`src/design/split_screen_tile_layout_assert.svh`:
```
// ----------------------------------------------------------------------------
// Split-screen tile layout assertion macros
// Shared concurrent assertion forms used by the tile layout RTL.
// ----------------------------------------------------------------------------
`ifndef SPLIT_SCREEN_TILE_LAYOUT_ASSERT_SVH
`define SPLIT_SCREEN_TILE_LAYOUT_ASSERT_SVH

// same-cycle implication, checked out of reset
`define SSTL_ASSERT_IMPL(lbl, c, r, ante, cons) \
	lbl: assert property (@(posedge c) disable iff (!r) (ante) |-> (cons)) \
		else $error("tile layout same-cycle check failed");

// next-cycle implication, checked out of reset
`define SSTL_ASSERT_NEXT(lbl, c, r, ante, cons) \
	lbl: assert property (@(posedge c) disable iff (!r) (ante) |=> (cons)) \
		else $error("tile layout next-cycle check failed");

`endif

```
`src/design/sstl_pkg.sv`:
```
// ----------------------------------------------------------------------------
// Split-screen tile layout package
// Widths, defaults and sequencer states shared by the layout modules.
// ----------------------------------------------------------------------------
`default_nettype none

package sstl_pkg;

	localparam int MAX_TILES_DEF = 16;
	localparam int XY_W          = 16;
	localparam int TILE_XY_W     = 17;
	localparam int POS_W         = 18;
	localparam int DIM_W         = 15;
	localparam int VC_W          = 5;
	localparam int IDX_W         = 4;
	// column and row counts stay at or below 8 for up to 64 tiles
	localparam int N_W           = 4;
	localparam int CMP_W         = 8;

	typedef enum logic [2:0] {
		ST_IDLE,
		ST_ROOT,
		ST_DIVW,
		ST_DIVH,
		ST_PREP,
		ST_LOAD,
		ST_EMIT
	} state_t;

endpackage

`default_nettype wire

```
`src/design/sstl_div.sv`:
```
// ----------------------------------------------------------------------------
// Split-screen tile layout divider
// Restoring divider, one quotient bit per cycle, shared by both tile sizes.
// ----------------------------------------------------------------------------
`default_nettype none

module sstl_div (
	input  wire logic                      clk,
	input  wire logic                      arst_n,
	input  wire logic                      go,
	input  wire logic [sstl_pkg::DIM_W-1:0] dividend,
	input  wire logic [sstl_pkg::N_W-1:0]   divisor,
	output logic                            done,
	output logic [sstl_pkg::DIM_W-1:0]      quotient
);
	import sstl_pkg::*;

	localparam int STEP_W = $clog2(DIM_W);

	logic              running_q;
	logic              done_q;
	logic [STEP_W-1:0] step_q;
	logic [N_W-1:0]    dvs_q;
	logic [N_W-1:0]    rem_q;
	logic [DIM_W-1:0]  quo_q;
	logic [N_W:0]      trial;
	logic              fits;

	assign trial = {rem_q, quo_q[DIM_W-1]};
	assign fits  = trial >= {1'b0, dvs_q};

	always_ff @(posedge clk or negedge arst_n) begin
		if (!arst_n) begin
			running_q <= 1'b0;
			done_q    <= 1'b0;
			step_q    <= '0;
		end else begin
			done_q <= running_q && (step_q == '0);
			if (go) begin
				running_q <= 1'b1;
				step_q    <= STEP_W'(DIM_W - 1);
			end else if (running_q) begin
				if (step_q == '0) begin
					running_q <= 1'b0;
				end else begin
					step_q <= step_q - 1'b1;
				end
			end
		end
	end

	// shift dividend bits out at the top, quotient bits in at the bottom
	always_ff @(posedge clk) begin
		if (go) begin
			dvs_q <= divisor;
			rem_q <= '0;
			quo_q <= dividend;
		end else if (running_q) begin
			if (fits) begin
				rem_q <= N_W'(trial - {1'b0, dvs_q});
			end else begin
				rem_q <= trial[N_W-1:0];
			end
			quo_q <= {quo_q[DIM_W-2:0], fits};
		end
	end

	assign done     = done_q;
	assign quotient = quo_q;

endmodule

`default_nettype wire

```
`src/design/split_screen_tile_layout.sv`:
```
// ----------------------------------------------------------------------------
// Split-screen tile layout
// Splits a main rectangle into up to MAX_TILES tiles and emits them in order.
// ----------------------------------------------------------------------------
// Busy while it runs the column search, the shared divider for tile width
// and then tile height, and the setup states ST_PREP and ST_LOAD, then
// emits one tile a cycle on tile_valid; the receiver cannot stall.
// Reset clears the sequencer and the strobe; the next command is taken at
// the edge that ends the last tile's cycle.
`default_nettype none

`include "split_screen_tile_layout_assert.svh"

module split_screen_tile_layout #(
	parameter int MAX_TILES = sstl_pkg::MAX_TILES_DEF
) (
	input  wire logic                                  clk,
	input  wire logic                                  arst_n,
	input  wire logic                                  start,
	output logic                                       busy,
	input  wire logic signed [sstl_pkg::XY_W-1:0]      vp_x,
	input  wire logic signed [sstl_pkg::XY_W-1:0]      vp_y,
	input  wire logic [sstl_pkg::DIM_W-1:0]            vp_width,
	input  wire logic [sstl_pkg::DIM_W-1:0]            vp_height,
	input  wire logic [sstl_pkg::VC_W-1:0]             viewport_count,
	output logic                                       tile_valid,
	output logic signed [sstl_pkg::TILE_XY_W-1:0]      tile_x,
	output logic signed [sstl_pkg::TILE_XY_W-1:0]      tile_y,
	output logic [sstl_pkg::DIM_W-1:0]                 tile_width,
	output logic [sstl_pkg::DIM_W-1:0]                 tile_height,
	output logic [sstl_pkg::IDX_W-1:0]                 tile_index,
	output logic                                       last_tile
);
	import sstl_pkg::*;

	localparam int CNT_W  = $clog2(MAX_TILES + 1);
	localparam int PROD_W = DIM_W + N_W;

	state_t state_q, state_d;

	logic signed [XY_W-1:0] x_q, y_q;
	logic [DIM_W-1:0]       w_q, h_q;
	logic [CNT_W-1:0]       count_q;
	logic [N_W-1:0]         n_q, ncol_q, rows_q, lastlen_q;
	logic                   extra_nz_q;
	logic [DIM_W-1:0]       pw_q, ph_q, slide_q;
	logic signed [POS_W-1:0] xacc_q, ty_q;
	logic [N_W-1:0]         row_q, col_q;
	logic [CNT_W-1:0]       k_q;

	logic                        valid_q;
	logic signed [TILE_XY_W-1:0] tile_x_q, tile_y_q;
	logic [DIM_W-1:0]            tile_w_q, tile_h_q;
	logic [IDX_W-1:0]            tile_idx_q;
	logic                        last_q;

	logic             accept;
	logic [CMP_W-1:0] vc_ext, cnt_sat, cnt8, nsq, extra, rem8;
	logic             few_tiles, root_done, ext_rows;
	logic [N_W-1:0]   ncol_d, rows_d, lastlen_d;
	logic             extra_nz_d;

	logic             div_go, div_done;
	logic [DIM_W-1:0] div_dividend, div_quot;
	logic [N_W-1:0]   div_divisor;

	logic [PROD_W-1:0] row_prod, ty_off;
	logic [DIM_W-1:0]  slide_d;
	logic signed [POS_W-1:0] xbase;

	logic [N_W-1:0] len;
	logic           last_row, end_row, next_last;

	assign accept = start && (state_q == ST_IDLE);
	assign busy   = state_q != ST_IDLE;

	// saturate the count, zero reads as one
	always_comb begin
		vc_ext = CMP_W'(viewport_count);
		if (vc_ext == '0) begin
			cnt_sat = CMP_W'(1);
		end else if (vc_ext > CMP_W'(MAX_TILES)) begin
			cnt_sat = CMP_W'(MAX_TILES);
		end else begin
			cnt_sat = vc_ext;
		end
	end

	// column search: smallest n with n*n covering the count, one column for counts up to two
	always_comb begin
		cnt8      = CMP_W'(count_q);
		nsq       = CMP_W'(n_q) * CMP_W'(n_q);
		few_tiles = cnt8 <= CMP_W'(2);
		root_done = few_tiles || (nsq >= cnt8);
		extra     = nsq - cnt8;
		ext_rows  = extra >= CMP_W'(n_q);
		rem8      = ext_rows ? (extra - CMP_W'(n_q)) : extra;
		if (few_tiles) begin
			ncol_d     = N_W'(1);
			rows_d     = N_W'(cnt8);
			lastlen_d  = N_W'(1);
			extra_nz_d = 1'b0;
		end else begin
			ncol_d     = n_q;
			rows_d     = n_q - N_W'(ext_rows);
			lastlen_d  = n_q - N_W'(rem8);
			extra_nz_d = extra != '0;
		end
	end

	assign div_dividend = (state_q == ST_ROOT) ? w_q : h_q;
	assign div_divisor  = (state_q == ST_ROOT) ? ncol_d : rows_q;

	sstl_div u_div (
		.clk      (clk),
		.arst_n   (arst_n),
		.go       (div_go),
		.dividend (div_dividend),
		.divisor  (div_divisor),
		.done     (div_done),
		.quotient (div_quot)
	);

	// slide of the short last row and the top row's bottom edge
	assign row_prod = PROD_W'(lastlen_q) * PROD_W'(pw_q);
	assign ty_off   = PROD_W'(ph_q) * PROD_W'(rows_q - N_W'(1));
	assign slide_d  = extra_nz_q ? ((w_q >> 1) - DIM_W'(row_prod >> 1)) : '0;
	assign xbase    = POS_W'(x_q);

	always_comb begin
		last_row  = row_q == (rows_q - N_W'(1));
		len       = last_row ? lastlen_q : ncol_q;
		end_row   = (col_q + N_W'(1)) == len;
		next_last = (row_q + N_W'(1)) == (rows_q - N_W'(1));
	end

	always_ff @(posedge clk or negedge arst_n) begin
		if (!arst_n) begin
			state_q <= ST_IDLE;
		end else begin
			state_q <= state_d;
		end
	end

	always_comb begin
		state_d = state_q;
		div_go  = 1'b0;
		case (state_q)
			ST_IDLE: begin
				if (start) begin
					state_d = ST_ROOT;
				end
			end
			ST_ROOT: begin
				if (root_done) begin
					div_go  = 1'b1;
					state_d = ST_DIVW;
				end
			end
			ST_DIVW: begin
				if (div_done) begin
					div_go  = 1'b1;
					state_d = ST_DIVH;
				end
			end
			ST_DIVH: begin
				if (div_done) begin
					state_d = ST_PREP;
				end
			end
			ST_PREP: state_d = ST_LOAD;
			ST_LOAD: state_d = ST_EMIT;
			ST_EMIT: begin
				if (last_row && end_row) begin
					state_d = ST_IDLE;
				end
			end
			default: state_d = ST_IDLE;
		endcase
	end

	// sequencer counters and the strobe
	always_ff @(posedge clk or negedge arst_n) begin
		if (!arst_n) begin
			valid_q <= 1'b0;
			n_q     <= '0;
			row_q   <= '0;
			col_q   <= '0;
			k_q     <= '0;
		end else begin
			valid_q <= state_q == ST_EMIT;
			case (state_q)
				ST_IDLE: n_q <= N_W'(1);
				ST_ROOT: begin
					if (!root_done) begin
						n_q <= n_q + N_W'(1);
					end
				end
				ST_LOAD: begin
					row_q <= '0;
					col_q <= '0;
					k_q   <= '0;
				end
				ST_EMIT: begin
					k_q <= k_q + CNT_W'(1);
					if (end_row) begin
						row_q <= row_q + N_W'(1);
						col_q <= '0;
					end else begin
						col_q <= col_q + N_W'(1);
					end
				end
				default: ;
			endcase
		end
	end

	always_ff @(posedge clk) begin
		if (accept) begin
			x_q     <= vp_x;
			y_q     <= vp_y;
			w_q     <= vp_width;
			h_q     <= vp_height;
			count_q <= CNT_W'(cnt_sat);
		end
		case (state_q)
			ST_ROOT: begin
				if (root_done) begin
					ncol_q     <= ncol_d;
					rows_q     <= rows_d;
					lastlen_q  <= lastlen_d;
					extra_nz_q <= extra_nz_d;
				end
			end
			ST_DIVW: begin
				if (div_done) begin
					pw_q <= div_quot;
				end
			end
			ST_DIVH: begin
				if (div_done) begin
					ph_q <= div_quot;
				end
			end
			ST_PREP: begin
				slide_q <= slide_d;
				ty_q    <= POS_W'(y_q) + $signed(POS_W'(ty_off[DIM_W-1:0]));
			end
			ST_LOAD: begin
				xacc_q <= xbase + $signed(POS_W'((rows_q == N_W'(1)) ? slide_q : '0));
			end
			ST_EMIT: begin
				tile_x_q   <= xacc_q[TILE_XY_W-1:0];
				tile_y_q   <= ty_q[TILE_XY_W-1:0];
				tile_w_q   <= pw_q;
				tile_h_q   <= ph_q;
				tile_idx_q <= IDX_W'(k_q);
				last_q     <= last_row && end_row;
				if (end_row) begin
					// drop to the next row, slide it if it is the short one
					ty_q   <= ty_q - $signed(POS_W'(ph_q));
					xacc_q <= xbase + $signed(POS_W'(next_last ? slide_q : '0));
				end else begin
					xacc_q <= xacc_q + $signed(POS_W'(pw_q));
				end
			end
			default: ;
		endcase
	end

	assign tile_valid  = valid_q;
	assign tile_x      = tile_x_q;
	assign tile_y      = tile_y_q;
	assign tile_width  = tile_w_q;
	assign tile_height = tile_h_q;
	assign tile_index  = tile_idx_q;
	assign last_tile   = last_q;

	`SSTL_ASSERT_IMPL(a_word_from_emit, clk, arst_n, valid_q, $past(state_q) == ST_EMIT)
	`SSTL_ASSERT_IMPL(a_last_frees, clk, arst_n, valid_q && last_q, state_q == ST_IDLE)
	`SSTL_ASSERT_NEXT(a_accept_busy, clk, arst_n, accept, busy && !valid_q)

endmodule

`default_nettype wire

```
`config.mk`:
```
export PLATFORM = sky130hd
export DESIGN_NAME = split_screen_tile_layout
export DESIGN_NICKNAME = d
export VERILOG_FILES = /design/src/design/sstl_pkg.sv /design/src/design/sstl_div.sv /design/src/design/split_screen_tile_layout.sv
export VERILOG_INCLUDE_DIRS = /design/src /design/src/design
export SDC_FILE = /design/constraint.sdc
export NUM_CORES = 1
export LEC_CHECK = 0
export ABC_CLOCK_PERIOD_IN_PS = 13200
export BUFFER_PORTS_ARGS = -buffer_cell sky130_fd_sc_hd__clkbuf_2
export CORE_ASPECT_RATIO = 0.5
export CORE_MARGIN = 2
export CORE_UTILIZATION = 30
export CTS_BUF_LIST = sky130_fd_sc_hd__clkbuf_4 sky130_fd_sc_hd__clkbuf_8 sky130_fd_sc_hd__clkbuf_16
export DETAILED_ROUTE_END_ITERATION = 10
export PLACE_DENSITY = 0.52
export SLEW_MARGIN = 20
export SYNTH_ARGS = -nofsm -noshare
export SYNTH_HDL_FRONTEND = slang
export SYNTH_SLANG_ARGS = --single-unit
export TNS_END_PERCENT = 100
```
`constraint.sdc`:
```
create_clock -name clk -period 13.2 [get_ports clk]
set_input_delay 1.32 -clock clk [delete_from_list [all_inputs] [get_ports clk]]
set_output_delay 1.32 -clock clk [all_outputs]
set_load 0.01 [all_outputs]
```
==> key figures, run 1 <==
Route
  • Avg WL per Cell: 18.0 um
  • Iter 0 DRT Violations: 900
  • Routed WL: 49.4 mm
  • TritonRoute pass-1 iters: 5
  • Post-DRT Antenna Nets: 0
  • Vias: 13200
  • Vias/cell: 4.82
  • DRC viols: 0

Pwr
  • Flop pwr share: 33.7%
  • Int Power: 2330 uW
  • Power Density: 170 nW/um2
  • Combinational Power Share: 42.0%
  • Total power: 3650 uW
  • Switching power total: 1320 uW
  • Max VDD drop: 0.0925 mV
  • Clk network pwr share: 24.3%
  • Pleak: 0.00901 uW
  • Sw frac: 36.2%

Synthesis
  • Count of different cell masters after synthesis: 79
  • Mapped Avg Cell Area: 10.8 um2
  • YS warnings: 0
  • Post-synthesis mux area share: 3.36%
  • Synth Area in Compound Gates: 11.9%
  • Largest family of logic cells by synthesized area: adder cells
  • Register area share after synthesis: 43.4%
  • Adder-cell share of the synthesized area: 18.1%
  • Yosys reg bits: 277
  • Post-synth EDFFs: 247
  • Cell Area, Synth: 18800 um2
  • Simple-Gate Fraction of Synth Area: 13.5%
  • Post-Synth XOR/XNOR Area: 5.76%
  • Post-synthesis cell count: 1741
  • Asr flop ratio synth: 9.39%
  • Syn Nets: 2042
  • Commonest register cell after synthesis: edfxtp_1

Timing
  • Worst slew pin tran: 1.05 ns
  • Post-layout min period: 7.19 ns
  • Setup TNS: 0 ns
  • Pins Over Slew Limit: 0
  • RSZ-0062 raised after global routing: no
  • FMAX: 139 MHz
  • Final worst path period share: 54.5%
  • Slew HR: 30.0%
  • Skew final: 0.0109 ns
  • Final Hold Viols: 0
  • Final setup fails: 0

Die
  • Starting Density: 30.5%
  • Core area: 61500 um2
  • Die Span Y: 181 um
  • Die W: 358 um
  • Full die area: 64700 um2
  • # rows: 64
  • Ports: 141

Finish
  • Nets: 2188
  • Finished Layout Cells: 2737
  • Share of layout cells above drive strength 1: 13.0%
  • Area grow syn2layout: 14.5%
  • Filler cell count: 6212

Placement
  • Port-buffer cells: 140
  • DP HPWL: 38.5 mm
  • Gpl congestion: 0.884
  • Placed Instances: 2681

Global route
  • First-pass GRT wire length: 75.7 mm
  • Largest net degree at the start of global routing: 68
  • Total congestion overflow: 0
  • Number of global-route vias before repair: 12800
  • Initial antenna violation count: 5
  • Total track usage: 15.2%

Critical path
  • FF-to-FF setup slack: 6.01 ns
  • Critical path peak fanout: 17
  • Critical path endpoint: ty_q[15]
  • Worst path cell trace: nor2_1 > nand2_1 > or2_2 > fa_1 > fa_1 > fa_1 > inv_1 > ha_1 > a21o_1 > a21oi_1 > nor2b_1 > o21ai_0 > nor2b_1 > xnor2_1 > ha_1 > a21o_1 > nor3_1 > a2111o_1 > a21o_1 > a21oi_1 > mux2i_1 > o32ai_1
  • R2R Path Start: rows_q[3]
  • CP endpoint kind: flip-flop
  • WP data required: 13.51 ns
  • Slowest-stage cell, CP: nor2_1
  • Startpoint Class: flip-flop
  • Critical path's largest stage delay: 0.82 ns
  • Crit path DAT: 7.50 ns
  • Critical path class: reg2reg
  • Critical Path Start: rows_q[3]
  • Reg-to-Reg End: ty_q[15]
  • FF-to-FF path depth: 22

Clocking
  • Clock-pin slew on the worst setup and hold paths: 0.06 ns
  • Num CTS Buffers: 29
  • Clk_lat worst skew: 0.59 ns
  • CTS tree: done
  • CTS Sinks: 277
  • CTS max path bufs: 3
  • Number of post-CTS setup repair buffers: 0
  • H-Tree Depth: 1
  • CTS root buf: clkbuf_16
  • CTS Hold Bufs: 0
  • Post-CTS sizing: 0

Flow run
  • Max_cap viols: 0

Worst hold path
  • Min-delay worst type: reg2reg
  • Hold path start: ty_q[5]

Status
  • Outcome: complete, no violations
[layer usage]
layer	wire length [um]	GRT usage, %	share of wire, %
met1	23600	21.6	48
met2	22300	24.0	45
met3	2200	2.39	4.5
met4	1260	3.83	2.6
met5	7	0	0.014
[cell families after synthesis]
logic type / after synthesis
and+or+nand+nor: 515
AOI/OAI and AO/OA: 343
DFF: 277
adders and majority gates: 231
buffers and inverters: 195
xor gates and xnor gates: 121
muxes: 59
[state kept, by name (all words and copies together) (netlist names), 15 cells and up]
register        flops
tile_width         15
tile_y             17
u_div.quotient     15
h_q                15
slide_q            15
w_q                15
ph_q               15
tile_x             17
y_q                16
tile_height        15
x_q                16
xacc_q             17
pw_q               15
ty_q               17
[stage by stage]
step	worst slack (ns)	util (%)	hold slack, ns	instance area (um2)
2_1_floorplan	7.03	-	0.426	18800
3_3_place_gp	6.10	33.2	0.440	20400
3_5_place_dp	6.04	33.2	0.460	20400
4_1_cts	6.02	34.9	0.476	21500
5_1_grt	5.49	34.9	0.481	21500
6_report	6.01	34.9	0.479	21500
[critical path, delay by kind of cell (launching register included)]
kind	cells	cell delay [ns]
adder cells (fa/ha/maj)	5	2.22
AND/OR/NAND/NOR	6	2.06
AO/OA/AOI/OAI	8	1.78
flip-flops	1	0.48
multiplexers	1	0.23
XOR/XNOR	1	0.08
buffers and inverters	1	0.07
[synth_stat cells, types with 31 or more instances]
cell type	count	area [um2]
xnor2_1	85	744
inv_1	158	593
xor2_1	34	298
and2_1	59	369
o21a_1	31	233
ha_1	163	2040
o21ai_0	84	420
mux2_2	31	349
a21oi_1	77	385
nor3_1	36	180
edfxtp_1	247	7420
fa_1	68	1360
nand2_1	129	484
nor2_1	145	544
[layout make-up]
cell class | instances | area (um2) | area share (%)
Clock inverter | 14 | 218 | 1.01
Clock buffer | 38 | 806 | 3.75
Multi-Input combinational cell | 1269 | 9890 | 46.0
Antenna cell | 4 | 10.0 | 0.0466
Timing Repair Buffer | 149 | 768 | 3.58
Tap cell | 825 | 1030 | 4.81
Inverter | 161 | 607 | 2.83
Sequential cell | 277 | 8150 | 37.9
[power by group through the flow]
stage	Sequential [uW]	Combinational (uW)	Clock, uW
floorplan	1180	1210	0
global placement	1250	1520	0
detailed placement	1250	1530	0
CTS	1230	1540	911
global route	1240	1740	940
finish	1230	1530	885
[cells in the final DEF, fill, tap and decap left out, drive strengths merged, types with 5 or more instances in the layout]
cell	n
edfxtp	247
clkbuf	178
ha	163
inv	160
nor2	145
nand2	129
o21ai	88
xnor2	85
a21oi	77
fa	68
and2	59
nor3	37
xor2	35
mux2	32
o21a	31
a21o	29
nand3	28
mux2i	27
nand2b	26
dfrtp	26
and3	23
a211oi	22
nor2b	19
or3	16
a31oi	13
o21bai	11
o211ai	9
buf	9
clkinv	9
a21boi	6
o31ai	6
a211o	6
nand4	5
or2	5
bufinv	5
[how the worst min path moves through the flow]
stage	end	slack, ns	depth (start not counted)
CTS	tile_y[14]	0.48	0
finish	tile_y[5]	0.48	0
global placement	tile_y[0]	0.44	0
detailed placement	tile_y[0]	0.46	0
floorplan	tile_height[14]	0.43	0
global route	tile_y[0]	0.48	0
(Power assumes the default switching activity.)
==> run 2, diff against run 1 <==
--- a/config.mk
+++ b/config.mk
@@ -6,7 +6,7 @@
 export SDC_FILE = /design/constraint.sdc
 export NUM_CORES = 1
 export LEC_CHECK = 0
-export ABC_CLOCK_PERIOD_IN_PS = 13200
+export ABC_CLOCK_PERIOD_IN_PS = 6900
 export BUFFER_PORTS_ARGS = -buffer_cell sky130_fd_sc_hd__clkbuf_2
 export CORE_ASPECT_RATIO = 0.5
 export CORE_MARGIN = 2
==> constraint.sdc (replaced) <==
create_clock -name clk -period 6.9 [get_ports clk]
set_input_delay 0.69 -clock clk [delete_from_list [all_inputs] [get_ports clk]]
set_output_delay 0.69 -clock clk [all_outputs]
set_load 0.01 [all_outputs]
==> run 2 against run 1 <==
Critical path depth increased by 2. Via count shrank 0.23%. Sequential power up 91%. Hold slack got worse by 0.30 ns. Global-route usage shrank 0.17 points. Fmax rose by 12%. Die area unchanged. Register-to-register slack got worse by 5.5 ns. Wire length shrank 0.79%. Total power rose by 92%. Setup slack got worse by 5.5 ns. Critical path type unchanged.
==> key figures, run 2 (synthesis results as in run 1) <==
Finish
  • Nets: 2194
  • Filler cell count: 6187
  • Most frequent cells in the layout: edfxtp_1 (247), ha_1 (163), inv_1 (158)
  • Commonest non-fill, non-tap cell in the layout: edfxtp_1
  • Multi-input logic area: 9890 um2
  • Finished Layout Cells: 2744
  • FF+latch area: 8150 um2
  • Area grow syn2layout: 14.9%
  • Share of layout cells above drive strength 1: 13.3%

Timing
  • Pins Over Slew Limit: 0
  • RSZ-0062 raised after global routing: no
  • Final Hold Viols: 0
  • Final setup fails: 0
  • Hold Slack: 0.176 ns
  • Slew HR: 31.2%
  • Post-layout min period: 6.40 ns
  • Worst slew pin tran: 1.03 ns
  • Setup TNS: 0 ns
  • Final worst path period share: 92.8%
  • Skew final: 0.0180 ns
  • FMAX: 156 MHz

Flow run
  • Max_cap viols: 0

Die
  • Die Span Y: 181 um
  • Ports: 141
  • Core area: 61500 um2
  • Die W: 358 um
  • # rows: 64
  • Starting Density: 30.5%
  • Full die area: 64700 um2

Global route
  • Initial antenna violation count: 4
  • Total track usage: 15.0%
  • Total congestion overflow: 0
  • First-pass GRT wire length: 75.1 mm
  • Largest net degree at the start of global routing: 68
  • Number of global-route vias before repair: 12800

Pwr
  • Combinational Power Share: 41.6%
  • Max VDD drop: 0.178 mV
  • Power Density: 325 nW/um2
  • Switching power total: 2520 uW
  • Int Power: 4480 uW
  • Pleak: 0.00905 uW
  • Clk network pwr share: 24.8%
  • Sw frac: 36.0%
  • Flop pwr share: 33.6%

Placement
  • Placed Instances: 2687
  • Port-buffer cells: 140
  • DP HPWL: 38.3 mm
  • Gpl congestion: 0.855

Clocking
  • CTS Hold Bufs: 0
  • CTS tree: done
  • CTS root buf: clkbuf_16
  • Clk_lat worst skew: 0.58 ns
  • Number of post-CTS setup repair buffers: 0
  • CTS Sinks: 277
  • Clock-pin slew on the worst setup and hold paths: 0.06 ns
  • H-Tree Depth: 1
  • Num CTS Buffers: 29
  • CTS max path bufs: 3
  • Post-CTS sizing: 0

Critical path
  • Startpoint Class: flip-flop
  • WP data required: 7.20 ns
  • Critical path peak fanout: 11
  • Slowest-stage cell, CP: fa_1
  • Crit path DAT: 6.70 ns
  • CP endpoint kind: flip-flop
  • Worst path cell trace: inv_1 > ha_1 > nand2_1 > buf_4 > or2_2 > fa_1 > fa_1 > fa_1 > inv_1 > ha_1 > a21o_1 > a21oi_1 > nor2b_1 > o21ai_0 > nor2b_1 > xnor2_1 > ha_1 > a21o_1 > nor3_1 > a2111o_1 > a21o_1 > a21oi_1 > mux2i_1 > o32ai_1
  • Critical path's largest stage delay: 0.55 ns
  • Critical path class: reg2reg

Route
  • Avg WL per Cell: 17.8 um
  • Vias: 13200
  • Iter 0 DRT Violations: 966
  • TritonRoute pass-1 iters: 5
  • Post-DRT Antenna Nets: 0
  • DRC viols: 0
  • Vias/cell: 4.80
  • Routed WL: 49.0 mm

Status
  • Outcome: complete, no violations

Worst hold path
  • Min-delay worst type: in2async
run 2: changes by cell type in the layout (fill, tap and decap cells not counted):
cell	change
diode_2	-1
clkinvlp_4	+1
clkbuf_4	-3
inv_16	-1
inv_6	+4
clkinv_1	+1
buf_4	+6
clkinv_2	-1
bufinv_16	+1
run 2: area by class of cell:
class,instances,area share (%)
diodes,3,0.0348
well taps,825,4.79
inverters,161,2.82
repair buffers,155,3.77
flip-flops and latches,277,37.8
multi-input cells,1269,45.9
clock inverters,19,1.25
clock buffers,35,3.63
run 2: final timing paths:
| path | from | end | slack (ns) | cells after the start |
|---|---|---|---|---|
| max reg2reg | rows_q[0] | ty_q[15] | 0.50 | 24 |
| min | arst_n | tile_valid | 0.18 | 1 |
| max | rows_q[0] | ty_q[15] | 0.50 | 24 |
| min reg2reg | ty_q[0] | tile_y[0] | 0.46 | 0 |
| min in group clk | vp_height[2] | h_q[2] | 0.28 | 1 |
| max in group asynchronous | arst_n | col_q[2] | 6.22 | 1 |
run 2: routing by layer:
layer | share of wire [%] | vias up | routed length, um | global-route usage [%]
met5 | 0.020 | - | 10 | 0
met1 | 48 | 6375 | 23700 | 21.6
met3 | 4.2 | 50 | 2080 | 2.10
li1 | - | 6523 | - | -
met2 | 45 | 208 | 22200 | 23.9
met4 | 2.1 | 2 | 1010 | 3.11
run 2: worst max-delay path, delay by kind of cell (launching register included):
family          cells  cell delay, ns
buf+inv             3            0.39
fa+ha+maj           6            2.49
mux                 1            0.24
flops               1            0.43
compound gates      8            1.79
simple gates        5            0.71
xor+xnor            1            0.08
run 2: through the flow:
step           setup slack, ns  power (uW)  utilization (%)  instance area, um2
3_5_place_dp             0.481        5290             33.3               20500
5_1_grt                 0.0732        7530             35.0               21500
3_3_place_gp             0.617        5260             33.3               20500
2_1_floorplan            0.732        4580                -               18800
6_report                 0.495        7000             35.0               21600
4_1_cts                  0.448        7060             35.0               21500
run 2: power by group through the flow:
stage	clock network, uW	logic [uW]	registers, uW
5_1_grt	1840	3310	2380
6_report	1730	2910	2350
4_1_cts	1780	2920	2360
3_3_place_gp	0	2880	2390
2_1_floorplan	0	2320	2260
3_5_place_dp	0	2900	2390
==> run 3, diff against run 2 <==
--- a/config.mk
+++ b/config.mk
@@ -6,7 +6,7 @@
 export SDC_FILE = /design/constraint.sdc
 export NUM_CORES = 1
 export LEC_CHECK = 0
-export ABC_CLOCK_PERIOD_IN_PS = 6900
+export ABC_CLOCK_PERIOD_IN_PS = 6550
 export BUFFER_PORTS_ARGS = -buffer_cell sky130_fd_sc_hd__clkbuf_2
 export CORE_ASPECT_RATIO = 0.5
 export CORE_MARGIN = 2
==> constraint.sdc (replaced) <==
create_clock -name clk -period 6.55 [get_ports clk]
set_input_delay 1.31 -clock clk [delete_from_list [all_inputs] [get_ports clk]]
set_output_delay 1.31 -clock clk [all_outputs]
set_load 0.01 [all_outputs]
==> run 3 against run 2 <==
Total power rose by 3.6%. Sequential cell count did not move. Global-route usage rose by 0.16 points. Clock power fell by 3%.
==> key figures, run 3 (synthesis results as in run 1) <==
Status
  • Outcome: complete, no violations

Die
  • # rows: 64
  • Ports: 141
  • Core area: 61500 um2
  • Starting Density: 30.5%
  • Full die area: 64700 um2
  • Die Span Y: 181 um
  • Die W: 358 um

Pwr
  • Total power: 7250 uW
  • Combinational Power Share: 42.5%
  • Max VDD drop: 0.170 mV
  • Power Density: 337 nW/um2
  • Switching power total: 2650 uW
  • Sw frac: 36.6%
  • Pleak: 0.00903 uW
  • Int Power: 4600 uW
  • Clk network pwr share: 23.2%
  • Flop pwr share: 34.3%

Finish
  • Final core utilization: 35.0%
  • Multi-input logic area: 9920 um2
  • Finished Layout Cells: 2745
  • Filler cell count: 6209
  • Share of layout cells above drive strength 1: 13.6%
  • Area grow syn2layout: 14.6%
  • Nets: 2195
  • Commonest non-fill, non-tap cell in the layout: edfxtp_1
  • Most frequent cells in the layout: edfxtp_1 (247), ha_1 (163), inv_1 (158)
  • FF+latch area: 8150 um2

Timing
  • Worst slew pin tran: 1.04 ns
  • Post-layout min period: 6.16 ns
  • Slack of the critical path: 0.394 ns
  • Skew final: 0.0125 ns
  • Final setup fails: 0
  • FMAX: 162 MHz
  • Slew HR: 30.8%
  • RSZ-0062 raised after global routing: no
  • Pins Over Slew Limit: 0
  • Setup TNS: 0 ns
  • Final Hold Viols: 0
  • Final worst path period share: 94.0%

Route
  • Post-DRT Antenna Nets: 0
  • Vias/cell: 4.80
  • Vias: 13200
  • Avg WL per Cell: 18.0 um
  • Routed WL: 49.4 mm
  • Iter 0 DRT Violations: 1018
  • TritonRoute pass-1 iters: 5
  • DRC viols: 0

Placement
  • DP HPWL: 38.2 mm
  • Setup WS pre-CTS: 0.252 ns
  • Port-buffer cells: 140
  • Placed Instances: 2688
  • Gpl congestion: 0.852

Critical path
  • Crit path DAT: 6.46 ns
  • Crit path buffers/inverters: 2
  • CP endpoint kind: flip-flop
  • FF-to-FF setup slack: 0.39 ns
  • WP data required: 6.85 ns
  • Critical path peak fanout: 4
  • Slowest-stage cell, CP: fa_1
  • Worst path cell trace: inv_1 > ha_1 > nand2_1 > or2_2 > fa_1 > fa_1 > fa_1 > inv_1 > ha_1 > a21o_1 > a21oi_1 > nor2b_1 > o21ai_1 > nor2b_1 > xnor2_1 > ha_1 > a21o_1 > nor3_1 > a2111o_1 > a21o_1 > a21oi_1 > mux2i_1 > o32ai_1
  • Critical path class: reg2reg
  • Crit-path leading delay family: adder cells
  • Critical path's largest stage delay: 0.54 ns
  • Startpoint Class: flip-flop

Clocking
  • CTS Hold Bufs: 0
  • Num CTS Buffers: 29
  • CTS root buf: clkbuf_16
  • Clock-pin slew on the worst setup and hold paths: 0.07 ns
  • CTS Sinks: 277
  • CTS max path bufs: 3
  • Post-CTS sizing: 0
  • Number of post-CTS setup repair buffers: 0
  • CTS tree: done
  • H-Tree Depth: 1
  • Clk_lat worst skew: 0.59 ns

Global route
  • Largest net degree at the start of global routing: 70
  • First-pass GRT wire length: 75.9 mm
  • Total congestion overflow: 0
  • Number of global-route vias before repair: 12900
  • Total track usage: 15.2%
  • Initial antenna violation count: 4

Worst hold path
  • Min-delay worst type: reg2reg

Flow run
  • Max_cap viols: 0
==> run 3: routing by layer <==
metal  track usage, %  share of wire (%)  up-vias
li1                 -                  -     6504
met1             21.9                 49     6361
met2             23.9                 45      242
met3             2.00                3.8       68
met4             3.72                2.5        2
met5                0              0.024        -
==> run 3: cell type report <==
cell class / count / share of cell area [%]
clock buffers: 46 / 4.06
multi-input cells: 1269 / 46.1
flip-flops and latches: 277 / 37.9
well taps: 825 / 4.80
inverters: 161 / 2.82
clock inverters: 8 / 0.425
repair buffers: 156 / 3.82
diodes: 3 / 0.0349
==> run 3: final timing paths <==
check / start / endpoint / depth (start not counted)
worst max-delay path: rows_q[0] / ty_q[15] / 23
min in group asynchronous: arst_n / k_q[3] / 1
worst min register to register: ty_q[0] / tile_y[0] / 0
worst min-delay path: ty_q[0] / tile_y[0] / 0
worst max register to register: rows_q[0] / ty_q[15] / 23
max in group asynchronous: arst_n / u_div.step_q[1] / 1
==> run 3: power by group through the flow <==
stage	registers [uW]	logic [uW]	clock network, uW
floorplan	2380	2450	0
global placement	2520	3040	0
detailed placement	2520	3060	0
CTS	2490	3080	1730
global route	2510	3520	1800
finish	2480	3080	1680
==> run 3: worst register-to-register path, delay by kind of cell (launching register included) <==
kind                       cells  cell delay (ns)
adders and majority gates      6             2.49
AOI/OAI and AO/OA              8             1.71
and+or+nand+nor                5             0.71
DFF                            1             0.46
muxes                          1             0.23
buffers and inverters          2             0.21
xor gates and xnor gates       1             0.08
==> run 3: per-stage QoR <==
stage	hold slack, ns	area, um2
detailed placement	0.438	20500
finish	0.463	21500
global placement	0.435	20500
global route	0.479	21500
floorplan	0.426	18800
CTS	0.454	21500
